===== src/rtl/core/rcmp_pkg.sv =====
// Shared types and constants of the real/complex matrix product block.
// Transaction payloads, pipeline control word and register map.
// No dependencies.
package rcmp_pkg;

   localparam int KIND_W     = 2;
   localparam int IDX_W      = 3;
   localparam int VAL_W      = 16;
   localparam int PROD_W     = 2 * VAL_W;
   localparam int ACC_W      = 40;
   localparam int CNT_W      = 4;
   localparam int CSR_ADDR_W = 4;
   localparam int CSR_DATA_W = 32;

   localparam logic [KIND_W-1:0] KIND_LOAD_REAL = 2'd0;
   localparam logic [KIND_W-1:0] KIND_LOAD_CPLX = 2'd1;
   localparam logic [KIND_W-1:0] KIND_START     = 2'd2;

   localparam logic [1:0] REG_ORDER     = 2'd0;
   localparam logic [1:0] REG_DIMENSION = 2'd1;
   localparam logic [1:0] REG_CUTOFF    = 2'd2;

   typedef struct packed {
      logic [KIND_W-1:0]       kind;
      logic [IDX_W-1:0]        row;
      logic [IDX_W-1:0]        col;
      logic signed [VAL_W-1:0] value_re;
      logic signed [VAL_W-1:0] value_im;
   } req_type;

   typedef struct packed {
      logic [IDX_W-1:0]        out_row;
      logic [IDX_W-1:0]        out_col;
      logic signed [ACC_W-1:0] product_re;
      logic signed [ACC_W-1:0] product_im;
      logic                    last;
   } rsp_type;

   // one multiply-accumulate step travelling down the pipeline
   typedef struct packed {
      logic             valid;
      logic             first;
      logic             term;
      logic             done;
      logic             last;
      logic [IDX_W-1:0] row;
      logic [IDX_W-1:0] col;
   } ctrl_type;

endpackage


===== src/rtl/core/rcmp_seq.sv =====
// Index sequencer: walks row, column and shared index, drives store read addresses.
// Depends on rcmp_pkg.
module rcmp_seq #(
   parameter int MAX_DIM = 8,
   parameter int AW      = 6
) (
   input  logic                       clock,
   input  logic                       reset,
   input  logic                       adv,
   input  logic                       start,
   input  logic                       order,
   input  logic [rcmp_pkg::CNT_W-1:0] dimension,
   input  logic [rcmp_pkg::CNT_W-1:0] cutoff,
   output logic                       busy,
   output rcmp_pkg::ctrl_type         ctrl,
   output logic [AW-1:0]              rd_addr_real,
   output logic [AW-1:0]              rd_addr_cplx
);
   import rcmp_pkg::*;

   localparam int IW = (MAX_DIM > 1) ? $clog2(MAX_DIM) : 1;
   localparam logic [CNT_W-1:0] MAX_N = CNT_W'(MAX_DIM);
   localparam logic ST_IDLE = 1'b0;
   localparam logic ST_RUN  = 1'b1;

   logic             state_ff, state_in;
   logic [IW-1:0]    i_ff, i_in, j_ff, j_in, k_ff, k_in;
   logic [CNT_W-1:0] n_ff, n_in, c_ff, c_in;
   logic [CNT_W-1:0] n_sat, c_sat;
   logic             skip, k_end, j_end, i_end;

   always_comb begin
      n_sat = (dimension > MAX_N) ? MAX_N : dimension;
      c_sat = (cutoff > n_sat) ? n_sat : cutoff;
      skip  = (c_ff == '0) || (order && (CNT_W'(i_ff) >= c_ff));
      k_end = skip || (CNT_W'(k_ff) == c_ff - 1'b1);
      j_end = CNT_W'(j_ff) == n_ff - 1'b1;
      i_end = CNT_W'(i_ff) == n_ff - 1'b1;

      ctrl.valid = (state_ff == ST_RUN);
      ctrl.first = (k_ff == '0);
      ctrl.term  = !skip;
      ctrl.done  = k_end;
      ctrl.last  = k_end && j_end && i_end;
      ctrl.row   = IDX_W'(i_ff);
      ctrl.col   = IDX_W'(j_ff);

      if (order) begin
         rd_addr_real = AW'(k_ff * MAX_DIM + j_ff);
         rd_addr_cplx = AW'(i_ff * MAX_DIM + k_ff);
      end else begin
         rd_addr_real = AW'(i_ff * MAX_DIM + k_ff);
         rd_addr_cplx = AW'(k_ff * MAX_DIM + j_ff);
      end

      state_in = state_ff;
      i_in     = i_ff;
      j_in     = j_ff;
      k_in     = k_ff;
      n_in     = n_ff;
      c_in     = c_ff;
      unique case (state_ff)
         ST_IDLE: begin
            if (start && (n_sat != '0)) begin
               state_in = ST_RUN;
               i_in     = '0;
               j_in     = '0;
               k_in     = '0;
               n_in     = n_sat;
               c_in     = c_sat;
            end
         end
         ST_RUN: begin
            if (adv) begin
               if (!k_end) begin
                  k_in = k_ff + 1'b1;
               end else begin
                  k_in = '0;
                  if (!j_end) begin
                     j_in = j_ff + 1'b1;
                  end else begin
                     j_in = '0;
                     if (i_end) begin
                        state_in = ST_IDLE;
                     end else begin
                        i_in = i_ff + 1'b1;
                     end
                  end
               end
            end
         end
         default: state_in = ST_IDLE;
      endcase
   end

   always_ff @(posedge clock) begin
      if (reset) begin
         state_ff <= ST_IDLE;
      end else begin
         state_ff <= state_in;
      end
      i_ff <= i_in;
      j_ff <= j_in;
      k_ff <= k_in;
      n_ff <= n_in;
      c_ff <= c_in;
   end

   assign busy = (state_ff == ST_RUN);

endmodule


===== config.mk =====
export PLATFORM = sky130hd
export DESIGN_NAME = rcmp_seq
export DESIGN_NICKNAME = d
export VERILOG_FILES = /design/src/rtl/core/rcmp_pkg.sv /design/src/rtl/core/rcmp_seq.sv
export SDC_FILE = /design/constraint.sdc
export NUM_CORES = 1
export LEC_CHECK = 0
export BUFFER_PORTS_ARGS = -buffer_cell sky130_fd_sc_hd__buf_2
export CAP_MARGIN = 20
export CORE_ASPECT_RATIO = 1.2
export CORE_MARGIN = 2
export CORE_UTILIZATION = 50
export CTS_CLUSTER_DIAMETER = 120
export DETAILED_ROUTE_END_ITERATION = 7
export GPL_ROUTABILITY_DRIVEN = 1
export GPL_TIMING_DRIVEN = 1
export PLACE_DENSITY = 0.76
export SLEW_MARGIN = 10
export SYNTH_ARGS = -nofsm -noshare
export SYNTH_HDL_FRONTEND = slang
export SYNTH_SLANG_ARGS = --single-unit
export TNS_END_PERCENT = 1

===== constraint.sdc =====
create_clock -name clock -period 6.1 [get_ports clock]
set_input_delay 1.22 -clock clock [delete_from_list [all_inputs] [get_ports clock]]
set_output_delay 1.22 -clock clock [all_outputs]
set_load 0.1 [all_outputs]

== Yosys cells after proc, flatten, opt, wreduce, memory -nomap -nowiden ==
Index checks and enable logic that the tools add are counted.
Storage, ports and cells
  flip-flop bits (word level): 18
  latch bits: 0
  memory bits (writable): 0
  bits in read-only memories: 0
  input port bits: 13
  word-level logic and storage cells: 62
  memories kept: 0
Operators by class
  add/subtract/negate cells: 7
  multipliers: 0
  divide/modulo/power cells: 0
  order comparisons: 3
  equal/unequal tests: 8
  shifts and indexed selects: 0
  mux-type cells: 23
  bitwise operators: 1
  reductions and logical operators: 14
Operator list (number)
  $mux W3: 10
  $pmux W3 S2: 3
  $add A6 B3 Y6: 2
  $eq A3 B4 Y1: 3
  $mux W6: 2
  $add A3 B1 Y3 const B: 3
  $mux W4: 2
  $sub A4 B1 Y4 const B: 2
  $ne A2 B2 Y1 const B: 3
  $mux W1: 5
  $reduce_and A5 Y1: 1
  $ge A3 B4 Y1: 1
  $gt A4 B4 Y1: 1
  $gt A4 B4 Y1 const B: 1
  $logic_and A1 B1 Y1: 4
  $logic_not A4 Y1: 1
  $ne A2 B1 Y1 const B: 2
  $reduce_and A2 Y1: 2
  $reduce_bool A4 Y1: 1
  $logic_not A3 Y1: 1
  $reduce_and A3 Y1: 1
  $logic_or A1 B1 Y1: 2
  $pmux W1 S2: 1
  $logic_not A1 Y1: 1
  $not A1 Y1: 1

== Depth between registers and ports, before layout ==
  depth after elaboration: 7
  mapped depth: 8
  mapped depth without buffers: 8

== Least setup slack after synthesis ==
No wires, ideal clock.
  kind: input to output
  from: input port order
  to: output port rd_addr_real[3]
  data arrival time: 3.713 ns
  setup slack: 1.167 ns
  stages on the path: 3
  path buffers: 2
  cells stage by stage: clkbuf_1 > clkbuf_1 > o21ai_0
Between the ends
  longest elaborated chain between the ends: 1
RTL lines
  start, declared: RTL line rcmp_seq.sv:11  | input logic order,
  $mux W6: RTL line rcmp_seq.sv:48  | if (order) begin
  end, declared: RTL line rcmp_seq.sv:16  | output logic [AW-1:0] rd_addr_real,
Every way passes these cells.

==> impl_metrics.yaml <==
layout:
  fillerInstances: 239
  num_antenna_cells: 0
  final_cell_mix: "buf_2, nand2_1, inv_1, edfxtp_1, ha_1"
  fin_cells: 219
  drive_gt1_share_pct: 23.1
  final_nets: 213
  syn2layout_area_growth_pct: 16.0
  final_core_util_pct: 62.4
  mostFrequentLayoutCell: "buf_2"
power:
  p_leak_nw: 0.801
  finalPower_mw: 0.442
  ir_worst_vdd_mv: 0.149
  power_per_cell_area_nw_per_um2: 275
hold_path:
  min_path_type: "flop to flop"
  worstHoldPathCells: 2
clock_network:
  htreeDepth: 1
  clk_path_buf_depth: 2
  cts_tree: "built"
  insertion_delay_ns: 0.30
  post-cts-setup-buffers: 0
  hold_buffers: 0
  cts-resized-gates: 0
  numCtsBuffers: 3
  path_clk_slew_ns: 0.11
  root_buffer: "clkbuf_4"
  cts.sinks: 18
yosys:
  synthesis.area_sq_um: 1390
  synth-seq-cells: 18
  synth_ff_type: "edfxtp_1"
  synthCells: 151
  ys_seq_area_share_pct: 38.2
  synth_cell_types: 32
  yosys_warnings: 0
  ys_async_sr_fraction_pct: 0
  avgSynthCellArea_sq_um: 9.19
  synth_fp_nets: 177
  synth_edf_count: 17
drt:
  firstDrtPassIters: 4
  final_antenna_net_count: 0
  drt_iter0_drc: 38
  vias_per_cell: 5.44
  num_vias: 1192
  wl_microns: 2940
  wl_per_cell_microns: 13.4
  drc_errors: 0
setup_path:
  crit_buf_inv: 2
  cp_top_family: "compound AO/OA/AOI/OAI gates"
  slowest_stage: "edfxtp_1"
  reg2reg_depth: 7
  path_cells: "inv_1 > ha_1 > nand2b_4 > a21o_1 > a211o_1 > a32oi_4 > nor2_1 > buf_2"
  crit_required_ns: 4.88
  slowest_delay_ns: 0.48
  crit_arrival_ns: 2.49
  worstSetupStartpointType: "flop"
  cp-end-kind: "primary output"
  cp.depth: 8
  crit_type: "flop to primary output"
  critical_path_peak_fanout: 8
global_routing:
  grt_pass1_vias: 1156
  antenna_found_initial: 0
  use_met1_pct: 23.6
  grt_max_degree: 20
  grt_util_met2_pct: 40.7
  met3_usage_pct: 2.87
  grt_usage_pct: 20.8
  overflow: 0
  grt_pass1_wl_microns: 4930
  top_usage_layer: "met2"
placed_design:
  hpwl_microns: 2470
  place_inst: 215
  gp_congestion: 0.808
  port_buffers: 36
  dp_slack_ns: 2.41
timing:
  slew_headroom_pct: 67.7
  max_freq_mhz: 269
  finalHoldViolCount: 0
  worstMarginPinSlew_ns: 0.478
  worst_slack_ns: 2.39
  rsz0062_at_grt: "no"
  fin_crit_ns: 3.71
  finClkSkew_ns: 0.00723
  finalSetupViolCount: 0
  fin_tns_setup_ns: 0
  slew_violations: 0
  period_share_pct: 60.9
die:
  design.die.area_sq_um: 3210
  die_h_microns: 61.7
  coreArea_sq_um: 2580
  ios: 37
  start_util_pct: 53.8
  rows: 20
  die_w_microns: 52.1
run_status:
  outcome: "finished, final reports clean"
flow_run:
  drv_cap: 0
==> cell families (layout without fill, tap and decap cells) <==
family	count (synthesis)	in the layout	share of synthesized area (%)
and+or+nand+nor	56	56	19.6
buffers and inverters	26	61	7.57
AOI/OAI and AO/OA	20	20	10.8
DFF	18	18	38.2
xor gates and xnor gates	14	14	8.84
adders and majority gates	13	13	11.7
muxes	4	4	3.25
==> layer usage <==
layer | routed length [microns] | up-vias
li1 | - | 576
met2 | 1640 | 43
met5 | 0 | -
met4 | 31 | 0
met1 | 1120 | 566
met3 | 145 | 7
==> cells in the mapped netlist, types with 4 or more instances <==
| library cell | number | area (sq um) |
|---|---|---|
| inv_1 | 21 | 78.8 |
| nor2_1 | 10 | 37.5 |
| mux2_1 | 4 | 45.0 |
| nand2_1 | 24 | 90.1 |
| xnor2_1 | 11 | 96.3 |
| nor3_1 | 4 | 20.0 |
| ha_1 | 13 | 163 |
| edfxtp_1 | 17 | 510 |
| nand2b_1 | 5 | 31.3 |
| o21ai_0 | 6 | 30.0 |
==> layout make-up <==
cell class              instances  area, sq um  area share [%]
well taps                      33         41.3            2.57
inverters                      21         78.8            4.90
repair buffers                 36          180            11.2
flip-flops and latches         18          531            33.0
clock inverters                 1         3.75           0.233
multi-input cells             107          752            46.7
clock buffers                   3         22.5            1.40
==> worst reg2reg max path, delay by kind of cell, from the launching register on <==
family                     cells  cell delay, ns
and+or+nand+nor                1            0.13
AOI/OAI and AO/OA              4            1.00
adders and majority gates      1            0.30
buffers and inverters          1            0.10
DFF                            1            0.48
==> registers in the layout, indices dropped and copies added, names as in the netlist <==
register  cells
k_ff          3
i_ff          3
n_ff          4
busy          1
j_ff          3
c_ff          4
==> final timing paths <==
kind | start | to | slack (ns)
setup / recovery | i_ff[0]$_SDFFCE_PN0P_ | ctrl[6] | 2.39
hold / removal | busy$_SDFF_PP0_ | busy$_SDFF_PP0_ | 0.69
setup reg to reg | i_ff[0]$_SDFFCE_PN0P_ | j_ff[2]$_SDFFCE_PN0P_ | 3.81
hold reg to reg | busy$_SDFF_PP0_ | busy$_SDFF_PP0_ | 0.69
==> through the flow <==
| step | cell area (sq um) | hold WS [ns] |
|---|---|---|
| 6_report | 1610 | 0.692 |
| 5_1_grt | 1610 | 0.737 |
| 4_1_cts | 1610 | 0.682 |
| 3_5_place_dp | 1580 | 0.652 |
| 3_3_place_gp | 1580 | 0.637 |
| 2_1_floorplan | 1390 | 0.751 |
==> report_power, final <==
group,internal [mW],switching [mW],total [mW]
registers,0.149,0.0141,0.163
logic,0.0496,0.167,0.216
clock network,0.0239,0.0387,0.0625
Power figures use the tool's default switching activity.
