<file path="config.mk">
export PLATFORM = sky130hd
export DESIGN_NAME = rcmp_mac
export DESIGN_NICKNAME = d
export VERILOG_FILES = /design/src/rtl/core/rcmp_pkg.sv /design/src/rtl/core/rcmp_mac.sv
export SDC_FILE = /design/constraint.sdc
export NUM_CORES = 2
export LEC_CHECK = 0
export BUFFER_PORTS_ARGS = -buffer_cell sky130_fd_sc_hd__buf_4
export CORE_ASPECT_RATIO = 1.25
export CORE_UTILIZATION = 50
export CTS_CLUSTER_DIAMETER = 80
export DETAILED_ROUTE_END_ITERATION = 8
export GPL_TIMING_DRIVEN = 0
export PLACE_DENSITY = 0.78
export SETUP_SLACK_MARGIN = 0.05
export SLEW_MARGIN = 20
export SYNTH_ARGS = -nofsm -noshare
export SYNTH_HDL_FRONTEND = slang
export SYNTH_SLANG_ARGS = --single-unit
</file>
<file path="constraint.sdc">
create_clock -name clock -period 13.5 [get_ports clock]
set_clock_uncertainty 0.15 [all_clocks]
set_input_delay 0 -clock clock [delete_from_list [all_inputs] [get_ports clock]]
set_output_delay 0 -clock clock [all_outputs]
set_load 0.05 [all_outputs]
</file>
<file path="src/rtl/core/rcmp_pkg.sv">
// Shared types and constants of the real/complex matrix product block.
// Transaction payloads, pipeline control word and register map.
// No dependencies.
package rcmp_pkg;

   localparam int KIND_W     = 2;
   localparam int IDX_W      = 3;
   localparam int VAL_W      = 16;
   localparam int PROD_W     = 2 * VAL_W;
   localparam int ACC_W      = 40;
   localparam int CNT_W      = 4;
   localparam int CSR_ADDR_W = 4;
   localparam int CSR_DATA_W = 32;

   localparam logic [KIND_W-1:0] KIND_LOAD_REAL = 2'd0;
   localparam logic [KIND_W-1:0] KIND_LOAD_CPLX = 2'd1;
   localparam logic [KIND_W-1:0] KIND_START     = 2'd2;

   localparam logic [1:0] REG_ORDER     = 2'd0;
   localparam logic [1:0] REG_DIMENSION = 2'd1;
   localparam logic [1:0] REG_CUTOFF    = 2'd2;

   typedef struct packed {
      logic [KIND_W-1:0]       kind;
      logic [IDX_W-1:0]        row;
      logic [IDX_W-1:0]        col;
      logic signed [VAL_W-1:0] value_re;
      logic signed [VAL_W-1:0] value_im;
   } req_type;

   typedef struct packed {
      logic [IDX_W-1:0]        out_row;
      logic [IDX_W-1:0]        out_col;
      logic signed [ACC_W-1:0] product_re;
      logic signed [ACC_W-1:0] product_im;
      logic                    last;
   } rsp_type;

   // one multiply-accumulate step travelling down the pipeline
   typedef struct packed {
      logic             valid;
      logic             first;
      logic             term;
      logic             done;
      logic             last;
      logic [IDX_W-1:0] row;
      logic [IDX_W-1:0] col;
   } ctrl_type;

endpackage

</file>
<file path="src/rtl/core/rcmp_mac.sv">
// Multiply-accumulate pipeline and result register with stall handling.
// Depends on rcmp_pkg.
module rcmp_mac (
   input  logic                              clock,
   input  logic                              reset,
   input  rcmp_pkg::ctrl_type                ctrl,
   input  logic signed [rcmp_pkg::VAL_W-1:0] rd_real,
   input  logic signed [rcmp_pkg::VAL_W-1:0] rd_cre,
   input  logic signed [rcmp_pkg::VAL_W-1:0] rd_cim,
   input  logic                              rsp_stall,
   output logic                              adv,
   output logic                              rsp_valid,
   output rcmp_pkg::rsp_type                 rsp_data
);
   import rcmp_pkg::*;

   ctrl_type                ctrl1_ff, ctrl2_ff;
   logic signed [PROD_W-1:0] prod_re_ff, prod_re_in, prod_im_ff, prod_im_in;
   logic signed [ACC_W-1:0]  acc_re_ff, acc_re_in, acc_im_ff, acc_im_in;
   logic                     rsp_valid_ff, rsp_valid_in;
   rsp_type                  rsp_data_ff, rsp_data_in;
   logic [ACC_W-1:0]         base_re, base_im, add_re, add_im;

   always_comb begin
      adv        = !(rsp_valid_ff && rsp_stall);
      prod_re_in = rd_real * rd_cre;
      prod_im_in = rd_real * rd_cim;

      base_re = ctrl2_ff.first ? '0 : acc_re_ff;
      base_im = ctrl2_ff.first ? '0 : acc_im_ff;
      add_re  = ctrl2_ff.term ? {{(ACC_W-PROD_W){prod_re_ff[PROD_W-1]}}, prod_re_ff} : '0;
      add_im  = ctrl2_ff.term ? {{(ACC_W-PROD_W){prod_im_ff[PROD_W-1]}}, prod_im_ff} : '0;
      acc_re_in = base_re + add_re;
      acc_im_in = base_im + add_im;

      rsp_data_in.out_row    = ctrl2_ff.row;
      rsp_data_in.out_col    = ctrl2_ff.col;
      rsp_data_in.product_re = acc_re_in;
      rsp_data_in.product_im = acc_im_in;
      rsp_data_in.last       = ctrl2_ff.last;

      rsp_valid_in = adv ? (ctrl2_ff.valid && ctrl2_ff.done) : rsp_valid_ff;
   end

   always_ff @(posedge clock) begin
      if (reset) begin
         ctrl1_ff     <= '0;
         ctrl2_ff     <= '0;
         rsp_valid_ff <= 1'b0;
      end else begin
         if (adv) begin
            ctrl1_ff <= ctrl;
            ctrl2_ff <= ctrl1_ff;
         end
         rsp_valid_ff <= rsp_valid_in;
      end
      if (adv) begin
         prod_re_ff <= prod_re_in;
         prod_im_ff <= prod_im_in;
         if (ctrl2_ff.valid) begin
            acc_re_ff <= acc_re_in;
            acc_im_ff <= acc_im_in;
            if (ctrl2_ff.done) begin
               rsp_data_ff <= rsp_data_in;
            end
         end
      end
   end

   assign rsp_valid = rsp_valid_ff;
   assign rsp_data  = rsp_data_ff;

endmodule

</file>
Yosys cells after proc, flatten, opt, wreduce, memory -nomap -nowiden:

Cells that the tools add are included.

* register bits after elaboration: 254
* input bits: 62

* add/sub/neg operators: 2
* bitwise operators: 1
* reductions and logical operators: 5
* multiplexer cells: 4
* multipliers: 2

Operators by type and width (number)
* $mux 40: 4
* $add 40x40->40: 2
* $mul 16x16->32: 2
* $reduce_and 3->1: 1
* $logic_and 1x1->1: 2
* $reduce_and 2->1: 1
* $logic_not 1->1: 1
* $not 1->1: 1

Depth between registers and ports, before layout:

* depth in word-level cells: 3
* gate-level depth with buffers: 25

Worst setup path after synthesis:

No wires, ideal clock.

* path kind: input-to-reg
* start point: input port rd_cim[7] (netlist bit)
* end point: register prod_im_ff[30] (data pin)
* slack: 7440 ps
* data arrival time: 5647 ps
* buffers on the path: 2
* cell stages on the path: 24
* required time: 13087 ps
* cells stage by stage: clkbuf_1 > nand2_1 > fa_1 > inv_1 > fa_1 > inv_1 > fa_1 > inv_1 > fa_1 > fa_1 > inv_1 > fa_1 > inv_1 > ha_1 > clkbuf_1 > and3_1 > a221o_1 > a22o_1 > a311o_1 > a31oi_2 > nor2b_1 > o21a_1 > o41ai_2 > xnor2_1

* word-level cells in the longest chain between the ends: 1

RTL lines
* start: declaration: RTL line rcmp_mac.sv:9 `input logic signed [rcmp_pkg::VAL_W-1:0] rd_cim,`
* $mul 16x16->32: RTL line rcmp_mac.sv:27 `prod_im_in = rd_real * rd_cim;`
* net prod_im_in[30]: RTL line rcmp_mac.sv:18 `logic signed [PROD_W-1:0] prod_re_ff, prod_re_in, prod_im_ff, prod_im_in;`
* end signal: assignment: RTL line rcmp_mac.sv:59 `prod_im_ff <= prod_im_in;`
* end: declaration: RTL line rcmp_mac.sv:18

The timed path passes the listed nets, and every way through them passes these cells.
A chain may end at the register's enable or synchronous reset.

Final worst setup path:

* start point: input port rd_cim[1] (netlist bit)
* end point: register prod_im_ff[31] (data pin)

The elaborated chain is that of the path after synthesis.

==> impl_metrics.ini <==
[place]
hpwlAfterDp_mm = 60.9
place.gp.congestion = 0.928
placement.io_buffers = 150
numPlacedInstances = 4201

[worst_setup_path]
reg2regPathDepth = 16
critical_path.slowest_cell = fa_1
critical_path.n_buffers_inverters = 6
path_cells = dlygate4sd3_1, buf_4, clkbuf_1, nand2_1, inv_1, fa_1, fa_1, fa_1, fa_1, fa_1, inv_1, fa_1, inv_1, ha_1, a21o_1, a21o_1, a221oi_2, a21oi_1, o41ai_1, o21bai_1, a21oi_1, xnor2_1
worst_path_dominant_cell_family = adder cells
path_common_cell = fa_1
rr_startpoint = ctrl2_ff[8]$_SDFFE_PP0N_
end_kind = flip-flop
r2r-end = acc_re_ff[36]$_DFFE_PP_
worst-path-max-fanout = 10
worstSetupStartpoint = rd_cim[1]
worst_path_largest_cell_delay_ns = 0.92
required_ns = 13.63
start_kind = primary input
worstSetupPathDepth = 22
critical_path_class = in2reg
critPathArrivalTime_ns = 7.26
end_of_the_critical_path = prod_im_ff[31]$_DFFE_PN_
r2r_slack_ns = 8.15

[clock_tree]
cts-htree-levels = 1
cts-buffers-inserted = 27
postCtsHoldBufs = 19
ctsLongestPathBuffers = 3
cts_root_buf = clkbuf_16
cts.reportedPaths.clkPinSlew_ns = 0.07
clock_latency_ns = 0.56
clkSinkCount = 254
tritoncts = done
cts-resized-gates = 0
post-cts-setup-buffers = 0

[timing]
clock.fmax_mhz = 140
post-route-min-period_ns = 7.12
post-route-period-util_pct = 52.7
report.final.hold_viol_count = 0
timing_worst_slew_pin_value_ns = 0.968
report.final.slew_viol_count = 0
unrepaired_setup_endpoints_after_global_routing = no
setup_viol = 0
max-slew-margin-rel_pct = 35.5
tns_ns = 0

[die]
fp.dieH_um = 285
die_x_extent_um = 229
boundaryPins = 151
die_area_um2 = 65300
coreArea_um2 = 63400
std_cell_rows = 103
start_util_pct = 50.7

[cells_and_area]
layout.area.seq_um2 = 7400
post_route_cells_drive_above_1_share_pct = 6.21
fin_nets = 4239
multi_input_comb_area_um2 = 22000
fin_cells = 4271
nFillCells = 5615
area_growth_pct = 10.3

[logic_synthesis]
syn_inst = 3208
number_of_enable_flip_flop_cells_after_synthesis = 231
synth_top_family_by_area = adder cells
yosys.area.top_type_share_pct = 32.8
synth_async_sr_flop_share_pct = 0
seq_area_frac_synth_pct = 23.0
synth_area_per_cell_um2 = 10.0
mappedNetlistArea_um2 = 32100
synth.mux.area_fraction_pct = 0
netlist-cell-type-count = 65
synth-compound-area-share_pct = 7.43
yosys.area_share.simple_pct = 15.1
post_synth_fa_ha_maj_area_fraction_pct = 42.2
synthesis.nets = 4038
synth_xor_area_share_pct = 3.79
post_synth_main_area_contributors = fa_1 (33%), edfxtp_1 (22%), ha_1 (9.4%), inv_1 (7.2%), and2_1 (6.2%)
synth-main-ff-cell = edfxtp_1
synth_area_leader_cell = fa_1
synth.yosys.warnings = 0
synth-seq-cells = 254

[grt]
grt.met1_usage_pct = 30.8
groute.layer.met2.usage_pct = 40.8
top_usage_layer = met2
largest_net_degree_at_the_start_of_global_routing = 49
groute.usage.overall_pct = 23.5
grt.overflow.total = 0
grt_pass1_vias = 23700
initial_antenna_violation_count = 4
grt_use_met3_pct = 3.09
first_pass_grt_wire_length_mm = 122

[drt]
starting_drt_drc_count = 1328
via_per_inst = 5.32
postRouteWirelength_mm = 74.6
via_count = 22700
drtAntennaViolNets = 0
drc = 0
drt_pre_antenna_iters = 5
drt-wirelength-per-cell_um = 17.5

[worst_hold_path]
min_path_type = in2reg

[run]
max_cap_violations = 0

[outcome]
outcome = completed
## final cells by class
class	instances	share of cell area (%)
antenna	2	0.0141
buffer	115	1.23
clock buffer	37	2.16
clock inverter	12	0.279
inverter	616	6.52
multi-input combinational	2223	62.1
sequential	254	20.9
tap	840	2.96
timing repair buffer	172	3.92
## flip-flops by register name, summed over array words and instances, names as in the netlist
name and count:
ctrl1_ff 11, prod_re_ff 32, rsp_valid 1, prod_im_ff 32
acc_im_ff 40, rsp_data 87, ctrl2_ff 11, acc_re_ff 40
## per-stage QoR
stage / worst slack [ns] / hold WS, ns / cell area (µm²) / util [%]
global route: 5.97 / 0.0408 / 35500 / 55.9
detailed placement: 6.26 / 0.0527 / 34400 / 54.3
CTS: 6.42 / 0.0103 / 35500 / 55.9
global placement: 6.01 / 0.0527 / 34300 / 54.1
floorplan: 7.44 / -0.0809 / 32100 / -
finish: 6.38 / 0.0225 / 35500 / 55.9
## how the worst min path moves through the flow
stage,to,slack [ns],from,depth (start not counted)
CTS,prod_im_ff[2]$_DFFE_PN_,0.01,rd_cim[2],5
detailed placement,ctrl2_ff[2]$_SDFFE_PP0N_,0.05,reset,2
global placement,ctrl2_ff[5]$_SDFFE_PP0N_,0.05,reset,2
floorplan,ctrl2_ff[2]$_SDFFE_PP0N_,-0.08,reset,1
finish,prod_im_ff[2]$_DFFE_PN_,0.02,rd_cim[2],5
global route,ctrl2_ff[5]$_SDFFE_PP0N_,0.04,reset,3
## layer usage
metal,wire length [µm],vias to the layer above
met4,2090,4
li1,-,10400
met2,37000,668
met5,26,-
met1,30700,11500
met3,4770,127
## kinds of logic after synthesis
| family | count (synthesis) |
|---|---|
| simple gates | 950 |
| buf+inv | 731 |
| compound gates | 366 |
| xor+xnor | 139 |
| fa+ha+maj | 768 |
| flops | 254 |
## Yosys cell counts (4+ instances only)
master / n
ha_1: 242
edfxtp_1: 231
nand2b_1: 26
xor2_1: 34
and4_1: 4
xnor2_1: 105
a21oi_1: 117
and3_1: 13
nor2_1: 100
nor2b_1: 91
clkbuf_1: 115
o21a_1: 27
nand4_1: 13
fa_1: 526
a21o_1: 58
a31oi_1: 14
dfxtp_1: 23
nor3_1: 16
inv_1: 616
a211oi_1: 19
nand2_1: 332
and2_1: 319
a2111oi_0: 4
o21ai_0: 57
o21ai_1: 9
nand3_1: 21
o21bai_1: 15
## cell usage in the layout, fill, tap and decap left out, types with 58 or more instances in the layout
cell	Yosys	routed
inv_1	616	616
xnor2_1	105	105
ha_1	242	242
a21oi_1	117	117
edfxtp_1	231	231
buf_4	0	150
nor2b_1	91	91
a21o_1	58	58
nor2_1	100	100
clkbuf_1	115	121
nand2_1	332	332
and2_1	319	318
fa_1	526	526
## tightest hold or removal path, cell delays in order
cell and delay, ns:
buf_4 0.12, and2_1 0.13, ha_1 0.14, ha_1 0.13
ha_1 0.11
Power is not shown: default switching activity piles up to over one toggle a cycle in this logic, so the estimate is an artifact.
